File: src/design/erc_pkg.sv
// ----------------------------------------------------------------------------
// erc_pkg
// Shared types and constants for the elevator request controller: item
// kinds, mode and direction codes, badge code layout and default sizes.
// ----------------------------------------------------------------------------
package erc_pkg;

	// default sizes, handed to the top level as parameter defaults
	localparam int FLOORS_DEF      = 6;
	localparam int BUTTONS_DEF     = 8;
	localparam int PASS_DIGITS_DEF = 4;

	// badge code field and the code that opens password entry
	localparam int              CODE_W     = 3;
	localparam logic [CODE_W-1:0] ENTER_CODE = 3'd6;

	// password progress counter, saturating
	localparam int              PROG_W   = 4;
	localparam logic [PROG_W-1:0] PROG_MAX = 4'd15;

	typedef enum logic {
		OP_POLL = 1'b0,
		OP_TICK = 1'b1
	} op_t;

	typedef enum logic [1:0] {
		MODE_INIT   = 2'd0,
		MODE_NORMAL = 2'd1,
		MODE_PASS   = 2'd2,
		MODE_SECURE = 2'd3
	} mode_t;

	typedef enum logic [1:0] {
		DIR_UP   = 2'd0,
		DIR_DOWN = 2'd1,
		DIR_IDLE = 2'd2,
		DIR_NONE = 2'd3
	} dir_t;

endpackage

File: src/design/erc_step.sv
// ----------------------------------------------------------------------------
// erc_step
// Next-state logic for one word: runs the mode machine on a poll, or moves
// the car one floor and picks the next direction on a tick.
// ----------------------------------------------------------------------------
module erc_step #(
	parameter int FLOORS      = 6,
	parameter int BUTTONS     = 8,
	parameter int PASS_DIGITS = 4,
	localparam int FLOOR_W    = $clog2(FLOORS)
) (
	input  logic                          op,
	input  logic [BUTTONS-1:0]            buttons,
	input  logic                          badge_valid,
	input  logic [erc_pkg::CODE_W-1:0]    badge_code,
	input  erc_pkg::mode_t                cur_mode,
	input  erc_pkg::dir_t                 cur_dir,
	input  logic [FLOOR_W-1:0]            cur_floor,
	input  logic [FLOORS-1:0]             cur_req,
	input  logic                          cur_enter,
	input  logic                          cur_secure,
	input  logic [erc_pkg::PROG_W-1:0]    cur_prog,
	output erc_pkg::mode_t                nxt_mode,
	output erc_pkg::dir_t                 nxt_dir,
	output logic [FLOOR_W-1:0]            nxt_floor,
	output logic [FLOORS-1:0]             nxt_req,
	output logic                          nxt_enter,
	output logic                          nxt_secure,
	output logic [erc_pkg::PROG_W-1:0]    nxt_prog,
	output logic                          stop_here,
	output logic                          beep
);
	import erc_pkg::*;

	localparam int WIDE_W = (FLOORS > BUTTONS) ? FLOORS : BUTTONS;
	localparam int CNT_W  = $clog2(BUTTONS + 1);
	localparam int SUM_W  = ((CNT_W > PROG_W) ? CNT_W : PROG_W) + 1;

	logic [WIDE_W-1:0]  btn_wide;
	logic [FLOORS-1:0]  btn_req;
	logic [FLOORS-1:0]  badge_bit;
	logic [FLOORS-1:0]  floor_bit;
	logic               badge_floor;
	logic               badge_enter;
	logic [FLOOR_W-1:0] mv_floor;
	logic [FLOORS-1:0]  above_mask;
	logic [FLOORS-1:0]  below_mask;
	logic [FLOORS-1:0]  req_shift;
	logic               dem_above;
	logic               dem_below;
	logic [BUTTONS-1:0] run;
	logic               run_prev;
	logic               bad_press;
	logic [CNT_W-1:0]   run_cnt;
	logic [SUM_W-1:0]   prog_sum;
	logic [PROG_W-1:0]  pass_prog;
	logic               enter_now;

	// decode badge and floor one-hots, button requests
	always_comb begin
		btn_wide    = WIDE_W'(buttons);
		btn_req     = btn_wide[FLOORS-1:0];
		badge_floor = badge_valid && (int'(badge_code) < FLOORS);
		badge_enter = badge_valid && !badge_floor && (badge_code == ENTER_CODE);
		for (int i = 0; i < FLOORS; i++) begin
			badge_bit[i] = badge_floor && (int'(badge_code) == i);
			floor_bit[i] = (int'(cur_floor) == i);
		end
		enter_now = cur_enter || badge_enter;
	end

	// move the car one floor and look for demand around the new floor
	always_comb begin
		mv_floor = cur_floor;
		if (cur_dir == DIR_UP && int'(cur_floor) < FLOORS - 1) begin
			mv_floor = cur_floor + FLOOR_W'(1);
		end else if (cur_dir == DIR_DOWN && cur_floor != '0) begin
			mv_floor = cur_floor - FLOOR_W'(1);
		end
		for (int i = 0; i < FLOORS; i++) begin
			above_mask[i] = (i > int'(mv_floor));
			below_mask[i] = (i < int'(mv_floor));
		end
		dem_above = |(cur_req & above_mask);
		dem_below = |(cur_req & below_mask);
		req_shift = cur_req >> mv_floor;
	end

	// password scan: a run of pressed buttons starting at the progress
	// advances it, any other pressed button is a mistake
	always_comb begin
		run_prev = 1'b0;
		for (int i = 0; i < BUTTONS; i++) begin
			run[i] = buttons[i] && ((int'(cur_prog) == i) ||
				((int'(cur_prog) < i) && run_prev));
			run_prev = run[i];
		end
		bad_press = |(buttons & ~run);
		run_cnt   = CNT_W'($countones(run));
		prog_sum  = SUM_W'(cur_prog) + SUM_W'(run_cnt);
		pass_prog = (prog_sum > SUM_W'(PROG_MAX)) ? PROG_MAX : prog_sum[PROG_W-1:0];
	end

	// pick the next state
	always_comb begin
		nxt_mode   = cur_mode;
		nxt_dir    = cur_dir;
		nxt_floor  = cur_floor;
		nxt_req    = cur_req;
		nxt_enter  = cur_enter;
		nxt_secure = cur_secure;
		nxt_prog   = cur_prog;
		stop_here  = 1'b0;
		beep       = 1'b0;
		if (op == OP_TICK) begin
			nxt_floor = mv_floor;
			stop_here = req_shift[0];
			beep      = req_shift[0];
			case (cur_dir)
				DIR_UP: begin
					nxt_dir = dem_above ? DIR_UP : (dem_below ? DIR_DOWN : DIR_IDLE);
				end
				DIR_DOWN: begin
					nxt_dir = dem_below ? DIR_DOWN : (dem_above ? DIR_UP : DIR_IDLE);
				end
				DIR_IDLE: begin
					nxt_dir = dem_above ? DIR_UP : (dem_below ? DIR_DOWN : DIR_IDLE);
				end
				default: begin
					nxt_dir = cur_dir;
				end
			endcase
		end else begin
			case (cur_mode)
				MODE_INIT: begin
					beep     = 1'b1;
					nxt_req  = '0;
					nxt_mode = cur_secure ? MODE_SECURE : MODE_NORMAL;
				end
				MODE_NORMAL: begin
					nxt_req   = ((cur_req | btn_req) & ~floor_bit) | badge_bit;
					nxt_enter = enter_now;
					beep      = badge_enter;
					if (enter_now) begin
						nxt_prog = '0;
						nxt_req  = '0;
						nxt_mode = MODE_PASS;
					end
				end
				MODE_SECURE: begin
					nxt_req   = (cur_req | badge_bit) & ~floor_bit;
					nxt_enter = enter_now;
					beep      = badge_enter;
					if (enter_now) begin
						nxt_prog = '0;
						nxt_req  = '0;
						nxt_mode = MODE_PASS;
					end
				end
				MODE_PASS: begin
					nxt_enter = 1'b0;
					nxt_prog  = pass_prog;
					if (pass_prog == PROG_W'(PASS_DIGITS)) begin
						nxt_secure = !cur_secure;
						nxt_mode   = MODE_INIT;
					end else if (bad_press) begin
						nxt_mode = MODE_INIT;
					end
				end
				default: begin
					nxt_mode = cur_mode;
				end
			endcase
		end
	end

endmodule

File: src/design/elevator_request_controller.sv
// ----------------------------------------------------------------------------
// elevator_request_controller
// Elevator mode machine, request bitmap and car motion, one word per cycle unless the output stalls.
// ----------------------------------------------------------------------------
// Usage:
//   Input channel (in_valid / in_stall) carries one word: op selects a poll
//   (buttons and badge run the mode machine) or a timer tick (the car moves
//   one floor and picks its next direction).
//   Output channel (out_valid / out_stall) returns exactly one word per input
//   word: floor, direction, mode, requests and secure flag after that word,
//   plus stop_here and beep pulses.
//   Path: a taken word is registered in the input register, then processed
//   into the state and the result register, where its result shows valid.
//   Throughput: one word per cycle unless out_stall holds a result; the
//   state update is a single pass of mask and compare logic between the
//   input register and the state.
//   Stall: when out_stall holds a result, the input register keeps its word
//   and in_stall rises only once that register is full; nothing is dropped.
//   Reset: arst_n clears both valids and sets mode init, direction idle,
//   floor 0, no requests, secure off and password progress 0.
// ----------------------------------------------------------------------------
module elevator_request_controller #(
	parameter int FLOORS      = erc_pkg::FLOORS_DEF,
	parameter int BUTTONS     = erc_pkg::BUTTONS_DEF,
	parameter int PASS_DIGITS = erc_pkg::PASS_DIGITS_DEF,
	localparam int FLOOR_W    = $clog2(FLOORS)
) (
	input  logic                       clk,
	input  logic                       arst_n,
	input  logic                       in_valid,
	output logic                       in_stall,
	input  logic                       op,
	input  logic [BUTTONS-1:0]         buttons,
	input  logic                       badge_valid,
	input  logic [erc_pkg::CODE_W-1:0] badge_code,
	output logic                       out_valid,
	input  logic                       out_stall,
	output logic [FLOOR_W-1:0]         floor,
	output logic [1:0]                 direction,
	output logic [1:0]                 mode,
	output logic [FLOORS-1:0]          requests,
	output logic                       secure_on,
	output logic                       stop_here,
	output logic                       beep
);
	import erc_pkg::*;

	// input register
	logic                 valid_s1;
	logic                 op_s1;
	logic [BUTTONS-1:0]   buttons_s1;
	logic                 badge_valid_s1;
	logic [CODE_W-1:0]    badge_code_s1;

	// controller state
	mode_t                mode_q;
	dir_t                 dir_q;
	logic [FLOOR_W-1:0]   floor_q;
	logic [FLOORS-1:0]    req_q;
	logic                 enter_q;
	logic                 secure_q;
	logic [PROG_W-1:0]    prog_q;

	// next state
	mode_t                mode_d;
	dir_t                 dir_d;
	logic [FLOOR_W-1:0]   floor_d;
	logic [FLOORS-1:0]    req_d;
	logic                 enter_d;
	logic                 secure_d;
	logic [PROG_W-1:0]    prog_d;
	logic                 stop_d;
	logic                 beep_d;

	// result register
	logic                 out_valid_q;
	logic [FLOOR_W-1:0]   floor_out_q;
	logic [1:0]           dir_out_q;
	logic [1:0]           mode_out_q;
	logic [FLOORS-1:0]    req_out_q;
	logic                 secure_out_q;
	logic                 stop_out_q;
	logic                 beep_out_q;

	logic                 advance;

	// move a word on when the result register is free or being drained
	assign advance  = valid_s1 && (!out_valid_q || !out_stall);
	assign in_stall = valid_s1 && !advance;

	// hold or load the input register
	always_ff @(posedge clk or negedge arst_n) begin
		if (!arst_n) begin
			valid_s1 <= 1'b0;
		end else if (!in_stall) begin
			valid_s1 <= in_valid;
		end
	end

	always_ff @(posedge clk) begin
		if (in_valid && !in_stall) begin
			op_s1          <= op;
			buttons_s1     <= buttons;
			badge_valid_s1 <= badge_valid;
			badge_code_s1  <= badge_code;
		end
	end

	erc_step #(
		.FLOORS      (FLOORS),
		.BUTTONS     (BUTTONS),
		.PASS_DIGITS (PASS_DIGITS)
	) u_step (
		.op          (op_s1),
		.buttons     (buttons_s1),
		.badge_valid (badge_valid_s1),
		.badge_code  (badge_code_s1),
		.cur_mode    (mode_q),
		.cur_dir     (dir_q),
		.cur_floor   (floor_q),
		.cur_req     (req_q),
		.cur_enter   (enter_q),
		.cur_secure  (secure_q),
		.cur_prog    (prog_q),
		.nxt_mode    (mode_d),
		.nxt_dir     (dir_d),
		.nxt_floor   (floor_d),
		.nxt_req     (req_d),
		.nxt_enter   (enter_d),
		.nxt_secure  (secure_d),
		.nxt_prog    (prog_d),
		.stop_here   (stop_d),
		.beep        (beep_d)
	);

	// advance the controller state
	always_ff @(posedge clk or negedge arst_n) begin
		if (!arst_n) begin
			mode_q   <= MODE_INIT;
			dir_q    <= DIR_IDLE;
			floor_q  <= '0;
			req_q    <= '0;
			enter_q  <= 1'b0;
			secure_q <= 1'b0;
			prog_q   <= '0;
		end else if (advance) begin
			mode_q   <= mode_d;
			dir_q    <= dir_d;
			floor_q  <= floor_d;
			req_q    <= req_d;
			enter_q  <= enter_d;
			secure_q <= secure_d;
			prog_q   <= prog_d;
		end
	end

	// hold the result until taken
	always_ff @(posedge clk or negedge arst_n) begin
		if (!arst_n) begin
			out_valid_q <= 1'b0;
		end else if (advance) begin
			out_valid_q <= 1'b1;
		end else if (!out_stall) begin
			out_valid_q <= 1'b0;
		end
	end

	always_ff @(posedge clk) begin
		if (advance) begin
			floor_out_q  <= floor_d;
			dir_out_q    <= dir_d;
			mode_out_q   <= mode_d;
			req_out_q    <= req_d;
			secure_out_q <= secure_d;
			stop_out_q   <= stop_d;
			beep_out_q   <= beep_d;
		end
	end

	assign out_valid = out_valid_q;
	assign floor     = floor_out_q;
	assign direction = dir_out_q;
	assign mode      = mode_out_q;
	assign requests  = req_out_q;
	assign secure_on = secure_out_q;
	assign stop_here = stop_out_q;
	assign beep      = beep_out_q;

endmodule
File: config.mk
export PLATFORM = sky130hd
export DESIGN_NAME = elevator_request_controller
export DESIGN_NICKNAME = d
export VERILOG_FILES = /design/src/design/erc_pkg.sv /design/src/design/erc_step.sv /design/src/design/elevator_request_controller.sv
export SDC_FILE = /design/constraint.sdc
export NUM_CORES = 1
export LEC_CHECK = 0
export BUFFER_PORTS_ARGS = -buffer_cell sky130_fd_sc_hd__buf_2
export CAP_MARGIN = 30
export CORE_UTILIZATION = 59
export CTS_CLUSTER_SIZE = 30
export DETAILED_ROUTE_END_ITERATION = 8
export PLACE_DENSITY = 0.88
export SLEW_MARGIN = 20
export SYNTH_ARGS = -nofsm -noshare
export SYNTH_HDL_FRONTEND = slang
export SYNTH_HIERARCHICAL = 1
export SYNTH_SLANG_ARGS = --single-unit
File: constraint.sdc
create_clock -name clk -period 5.4 [get_ports clk]
set_input_delay 0.54 -clock clk [delete_from_list [all_inputs] [get_ports clk]]
set_output_delay 0.54 -clock clk [all_outputs]
set_load 0.005 [all_outputs]
---- Word-level counts from Yosys, hierarchy flattened ----
Cells that the tools add are included.
W data, S select, Z words.
storage, ports and cells
  bits in latches ......................... 0
  bits in writable memories ............... 0
  output and inout bits ................... 18
  bits in read-only memories .............. 0
  register bits ........................... 50
  memories kept ........................... 0
  bits of input ports ..................... 17
  word-level logic and storage cells ...... 177
operators by class
  reductions and logical operators ........ 58
  divide/modulo/power cells ............... 0
  $mul .................................... 0
  magnitude comparators ................... 21
  multiplexer cells ....................... 30
  shift-type cells ........................ 1
  eq/ne operators ......................... 26
  bitwise operators ....................... 11
  add/subtract/negate cells ............... 10
operators with widths
  cell                  count
  $logic_and A1 B1 Y1   29
  $eq A3 B3 Y1 const B  9
  $and A6 B6 Y6         4
  $mux W2               10
  $mux W6               3
  $or A6 B6 Y6          3
  $pmux W6 S3           1
  $eq A4 B4 Y1 const B  4
  $lt A4 B3 Y1 const B  4
  $add A4 B4 Y4         3
  $eq A4 B3 Y1 const B  3
  $reduce_or A6 Y1      2
  $logic_or A1 B1 Y1    9
  $mux W3               3
  $add A1 B1 Y2         4
  $and A8 B8 Y8         1
  $lt A4 B2 Y1 const B  2
  $mux W4               2
  $not A8 Y8            1
  $pmux W4 S2           1
  $reduce_or A8 Y1      1
  $eq A2 B2 Y1 const B  3
  $eq A3 B2 Y1 const B  2
  $gt A2 B3 Y1 const A  2
  30 further kinds      51

---- Longest topological paths before layout ----
  depth in word-level cells ............... 33
  gate-level depth with buffers ........... 20
  mapped depth without buffers ............ 19

---- Hierarchy ----
The synthesis kept the hierarchy.
by module, submodules not included
  module                       area each (sq um)  cells each  instances  sequential area each (sq um)
  elevator_request_controller  1675.4             77          1          1397.6
  erc_step                     1503.9             216         1          0.0

---- Worst setup path before layout ----
OpenSTA, ideal clock, no wires.
  path type ............................... reg-to-reg
  start ................................... register prog_q[2]
  end ..................................... register secure_q
  clock period less this slack ............ 4425 ps
  arrival time ............................ 4300 ps
  stages on the path, launching flop included .. 20
  path buffers ............................ 0
  slack ................................... 975 ps
  required time ........................... 5275 ps
  cells stage by stage .................... dfrtp_1 > nor2_1 > o2111a_1 > o2bb2ai_1 > a21oi_1 > nor2b_1 > o221ai_1 > fa_1 > inv_1 > fa_1 > fa_1 > inv_1 > fa_1 > nor2b_1 > o21ai_0 > nand3b_1 > nor4_1 > nand2_1 > xnor2_1 > mux2_2
on the way
  cells in the longest elaborated chain, start to end .. 33
RTL lines
  item                                                   RTL line                            RTL
  start, declared                                        elevator_request_controller.sv:62   logic [PROG_W-1:0] prog_q;
  start signal, assigned                                 elevator_request_controller.sv:153  prog_q <= prog_d;
  branches (longest 26 deep; another with $lt A4 B1 Y1)  n/a
  $add A4 B4 Y5 (*)                                      erc_step.sv:100                     prog_sum = SUM_W'(cur_prog) + SUM_W'(run_cnt);
  $gt A5 B4 Y1                                           erc_step.sv:101                     pass_prog = (prog_sum > SUM_W'(PROG_MAX)) ? PROG_MAX : prog_sum[PROG_W-1:0];
  $mux W4 (*)                                            erc_step.sv:101
  $eq A4 B3 Y1 (*)                                       erc_step.sv:163                     if (pass_prog == PROG_W'(PASS_DIGITS)) begin
  $mux W1 (*)                                            erc_step.sv:163
  $mux W1 (*)                                            erc_step.sv:134                     case (cur_mode)
  $mux W1 (*)                                            erc_step.sv:115                     if (op == OP_TICK) begin
  net secure_d                                           elevator_request_controller.sv:70   logic secure_d;
  end signal, assigned                                   elevator_request_controller.sv:152  secure_q <= secure_d;
  end, declared                                          elevator_request_controller.sv:61   logic secure_q;
Mark *: on every way through the listed nets, which the timed path passes.
A chain may end at the register's enable or synchronous reset.

---- Worst setup path after layout ----
  start ................................... register prog_q[2]
  end ..................................... register mode_q[1]
on the way
  cells in the longest elaborated chain, start to end .. 33
RTL lines
  item                                                   RTL line                            RTL
  branches (longest 30 deep; another with $lt A4 B1 Y1)  n/a
  $mux W2 (*)                                            erc_step.sv:163
  $pmux W2 S3 (*)                                        erc_step.sv:134
  $mux W2 (*)                                            erc_step.sv:115
  net mode_d[1]                                          elevator_request_controller.sv:65   mode_t mode_d;
  end signal, assigned                                   elevator_request_controller.sv:147  mode_q <= mode_d;
  end, declared                                          elevator_request_controller.sv:56   mode_t mode_q;
Marked as above.

==> run metrics <==
status completed; clk slew on worst S/H paths 0.09 ns; DRT Pass-1 Iters 5; # resized after CTS 0; vias ~2500; post-synth net total 327; layout cells sized above 1 0.243; # diodes 0; Cell Area, Synth 0.00318 mm²; top-area cell type share of the netlist area 0.274; worst path arrival time 5.29 ns; crit end category flop; GRT overflow 0; DR iter-0 viols 338; Post CTS Setup Buffer Count 0; Core Region roughly 0.0051 mm²; clock buffer depth 2; num ports 35; final worst path period need between 5 and 6 ns; Post-Synthesis Cells 293; Hold Violations, Final 0; remaining antenna violation count 0; Fin Setup TNS 0 ns; vias in the first global route ~2200; DP Cell Count 387; Skew-Pair Late Insertion Delay 0.31 ns; Pwr Density slightly above 500 mW/mm²; leakage power between 1 and 1.5 nW; Synth area leaders edfxtp_1 27%, dfrtp_1 16%, mux2_2 6.7%; crit-path max FO 9; Slew headroom 0.552; Post-Route Skew 0.00844 ns; Synth area leader edfxtp_1; Max Slew Vio Count 0; most frequent cells in the layout 34 x buf_2, 29 x edfxtp_1, 20 x dfrtp_1, 19 x mux2_2; fin area about 0.0035 mm²; final worst path period share 0.943; row cnt 26; Hold WS 0.208 ns; worst vdd ir between 0.2 and 0.25 mV; EDFF count, synth 29; die footprint roughly 0.0057 mm²; Setup CP Type flop to flop; gpl congestion 0.921; Post-synth top flop edfxtp_1; crit start category flop; Area Overhead vs Synth 9.52%; first-pass GRT wire length 10400 µm; die height ~75 µm; total number of H-tree levels 2; Syn Area/Cell 10.9 µm²; wire per inst 16.5 µm; dpl cell area 0.00339 mm²; largest net degree at the start of global routing 27; register area share after synthesis 0.440; post-synth cell types between 60 and 70; measured slew at the worst slew-check pin 0.667 ns; clock buffer count from CTS 5; number of fill cells about 410; RSZ-0062 raised after global routing no; DRC viols 0; clock sinks 50; Die Wd 75.4 µm; clock root buffer master clkbuf_8; Synth warnings 6; initial antenna violation count 0; DP HPWL 4750 µm; Via-to-Cell Ratio 6.21; GRT Overall Usage 0.248; Final #Nets 358; CTS tree done; required time of the critical path 5.60 ns; commonest non-fill, non-tap cell in the layout buf_2; ys async rst share 0.420; maxcap violations 0; final std cells w/o fill 395; register bit total from synthesis 50; Hold WC Path Type input port to async pin; # setup viols final 0; Final Core Density 0.677; total wire length 6540 µm; fmax 0.196 GHz; Post-CTS Hold Fix Bufs 0; starting density of the core 0.619; port bufs 34
==> layer usage <==
metal,share of wire,track usage,wire (µm)
met4,0.012,0.0802,81
met5,0,0,0
met2,0.47,0.396,3070
met1,0.44,0.339,2900
met3,0.075,0.0529,491
==> where the power goes <==
| part | internal [mW] | switching (mW) | leakage [nW] |
|---|---|---|---|
| Combinational | 0.400 | 0.484 | 0.861 |
| Sequential | 0.535 | 0.167 | 0.546 |
| Clock | 0.0911 | 0.124 | 0.0441 |
| Total | 1.03 | 0.775 | 1.45 |
==> worst max-delay path, stage by stage (launching register included) <==
cell and delay [ns]:
dfrtp_1 0.48, nor2_1 0.34, o2111a_1 0.35, o2bb2ai_1 0.20, a21oi_1 0.12, nor2b_1 0.26, o221ai_1 0.20, fa_1 0.50
inv_1 0.05, fa_1 0.45, fa_1 0.42, inv_1 0.08, fa_1 0.20, nor2b_1 0.05, o21ai_0 0.22, nand3b_1 0.15
nor4_1 0.37, or3_1 0.18, a21oi_1 0.07, mux2_2 0.29
==> logic make-up (layout without fill, tap and decap cells) <==
logic type | count (synthesis) | count (layout) | synth area share
fa+ha+maj | 17 | 17 | 0.0787
compound gates | 88 | 88 | 0.200
flops | 50 | 50 | 0.440
xor+xnor | 4 | 4 | 0.0110
mux | 19 | 19 | 0.0673
simple gates | 89 | 89 | 0.160
buf+inv | 26 | 58 | 0.0429
==> cell usage after synthesis (3+ instances only) <==
cell,count
a21o_1,4
a21o_2,3
a21oi_1,16
a22o_1,4
a31oi_1,7
a32o_1,5
and2_1,4
and2b_1,3
buf_4,3
clkbuf_1,3
dfrtp_1,20
edfxtp_1,29
fa_1,5
ha_1,12
inv_1,14
mux2_2,19
nand2_1,18
nand2b_1,6
nand3_1,13
nand3b_1,3
nor2_1,14
nor2b_1,6
nor3_1,3
nor3b_1,3
o21a_1,3
o21ai_0,18
o221ai_1,4
or3_1,3
==> state kept, by name (all words and copies together), names as in the netlist, 2 cells and up <==
signal	flops
dir_q	2
floor_q	3
badge_code_s1	3
floor	3
direction	2
mode_q	2
buttons_s1	8
req_q	6
prog_q	4
mode	2
requests	6
==> metrics by stage <==
stage / worst slack, ns / total power [mW]
after global routing: 0.0464 / 1.95
after floorplan: 0.975 / 1.36
after global placement: 0.734 / 1.52
after CTS: 0.438 / 1.78
after detailed placement: 0.450 / 1.56
final: 0.306 / 1.80
==> path summary, 6_finish.rpt <==
kind	end	slack [ns]	start	depth (start not counted)
setup reg to reg	mode_q[1]	0.31	prog_q[2]	19
min in group clk	badge_valid_s1	0.40	badge_valid	1
hold / removal	mode_q[1]	0.21	arst_n	1
setup / recovery	mode_q[1]	0.31	prog_q[2]	19
max in group asynchronous	dir_q[1]	4.82	arst_n	1
hold reg to reg	out_valid	0.50	valid_s1	1
==> final cells by class <==
cell class | count | area, µm² | area share
clock buffers | 5 | 68.8 | 0.0198
multi-input cells | 217 | 1650 | 0.475
inverters | 15 | 56.3 | 0.0162
clock inverters | 3 | 21.3 | 0.00611
flip-flops and latches | 50 | 1400 | 0.401
well taps | 70 | 87.6 | 0.0252
repair buffers | 35 | 198 | 0.0568
No activity file was read; power rests on OpenSTA's default activity.
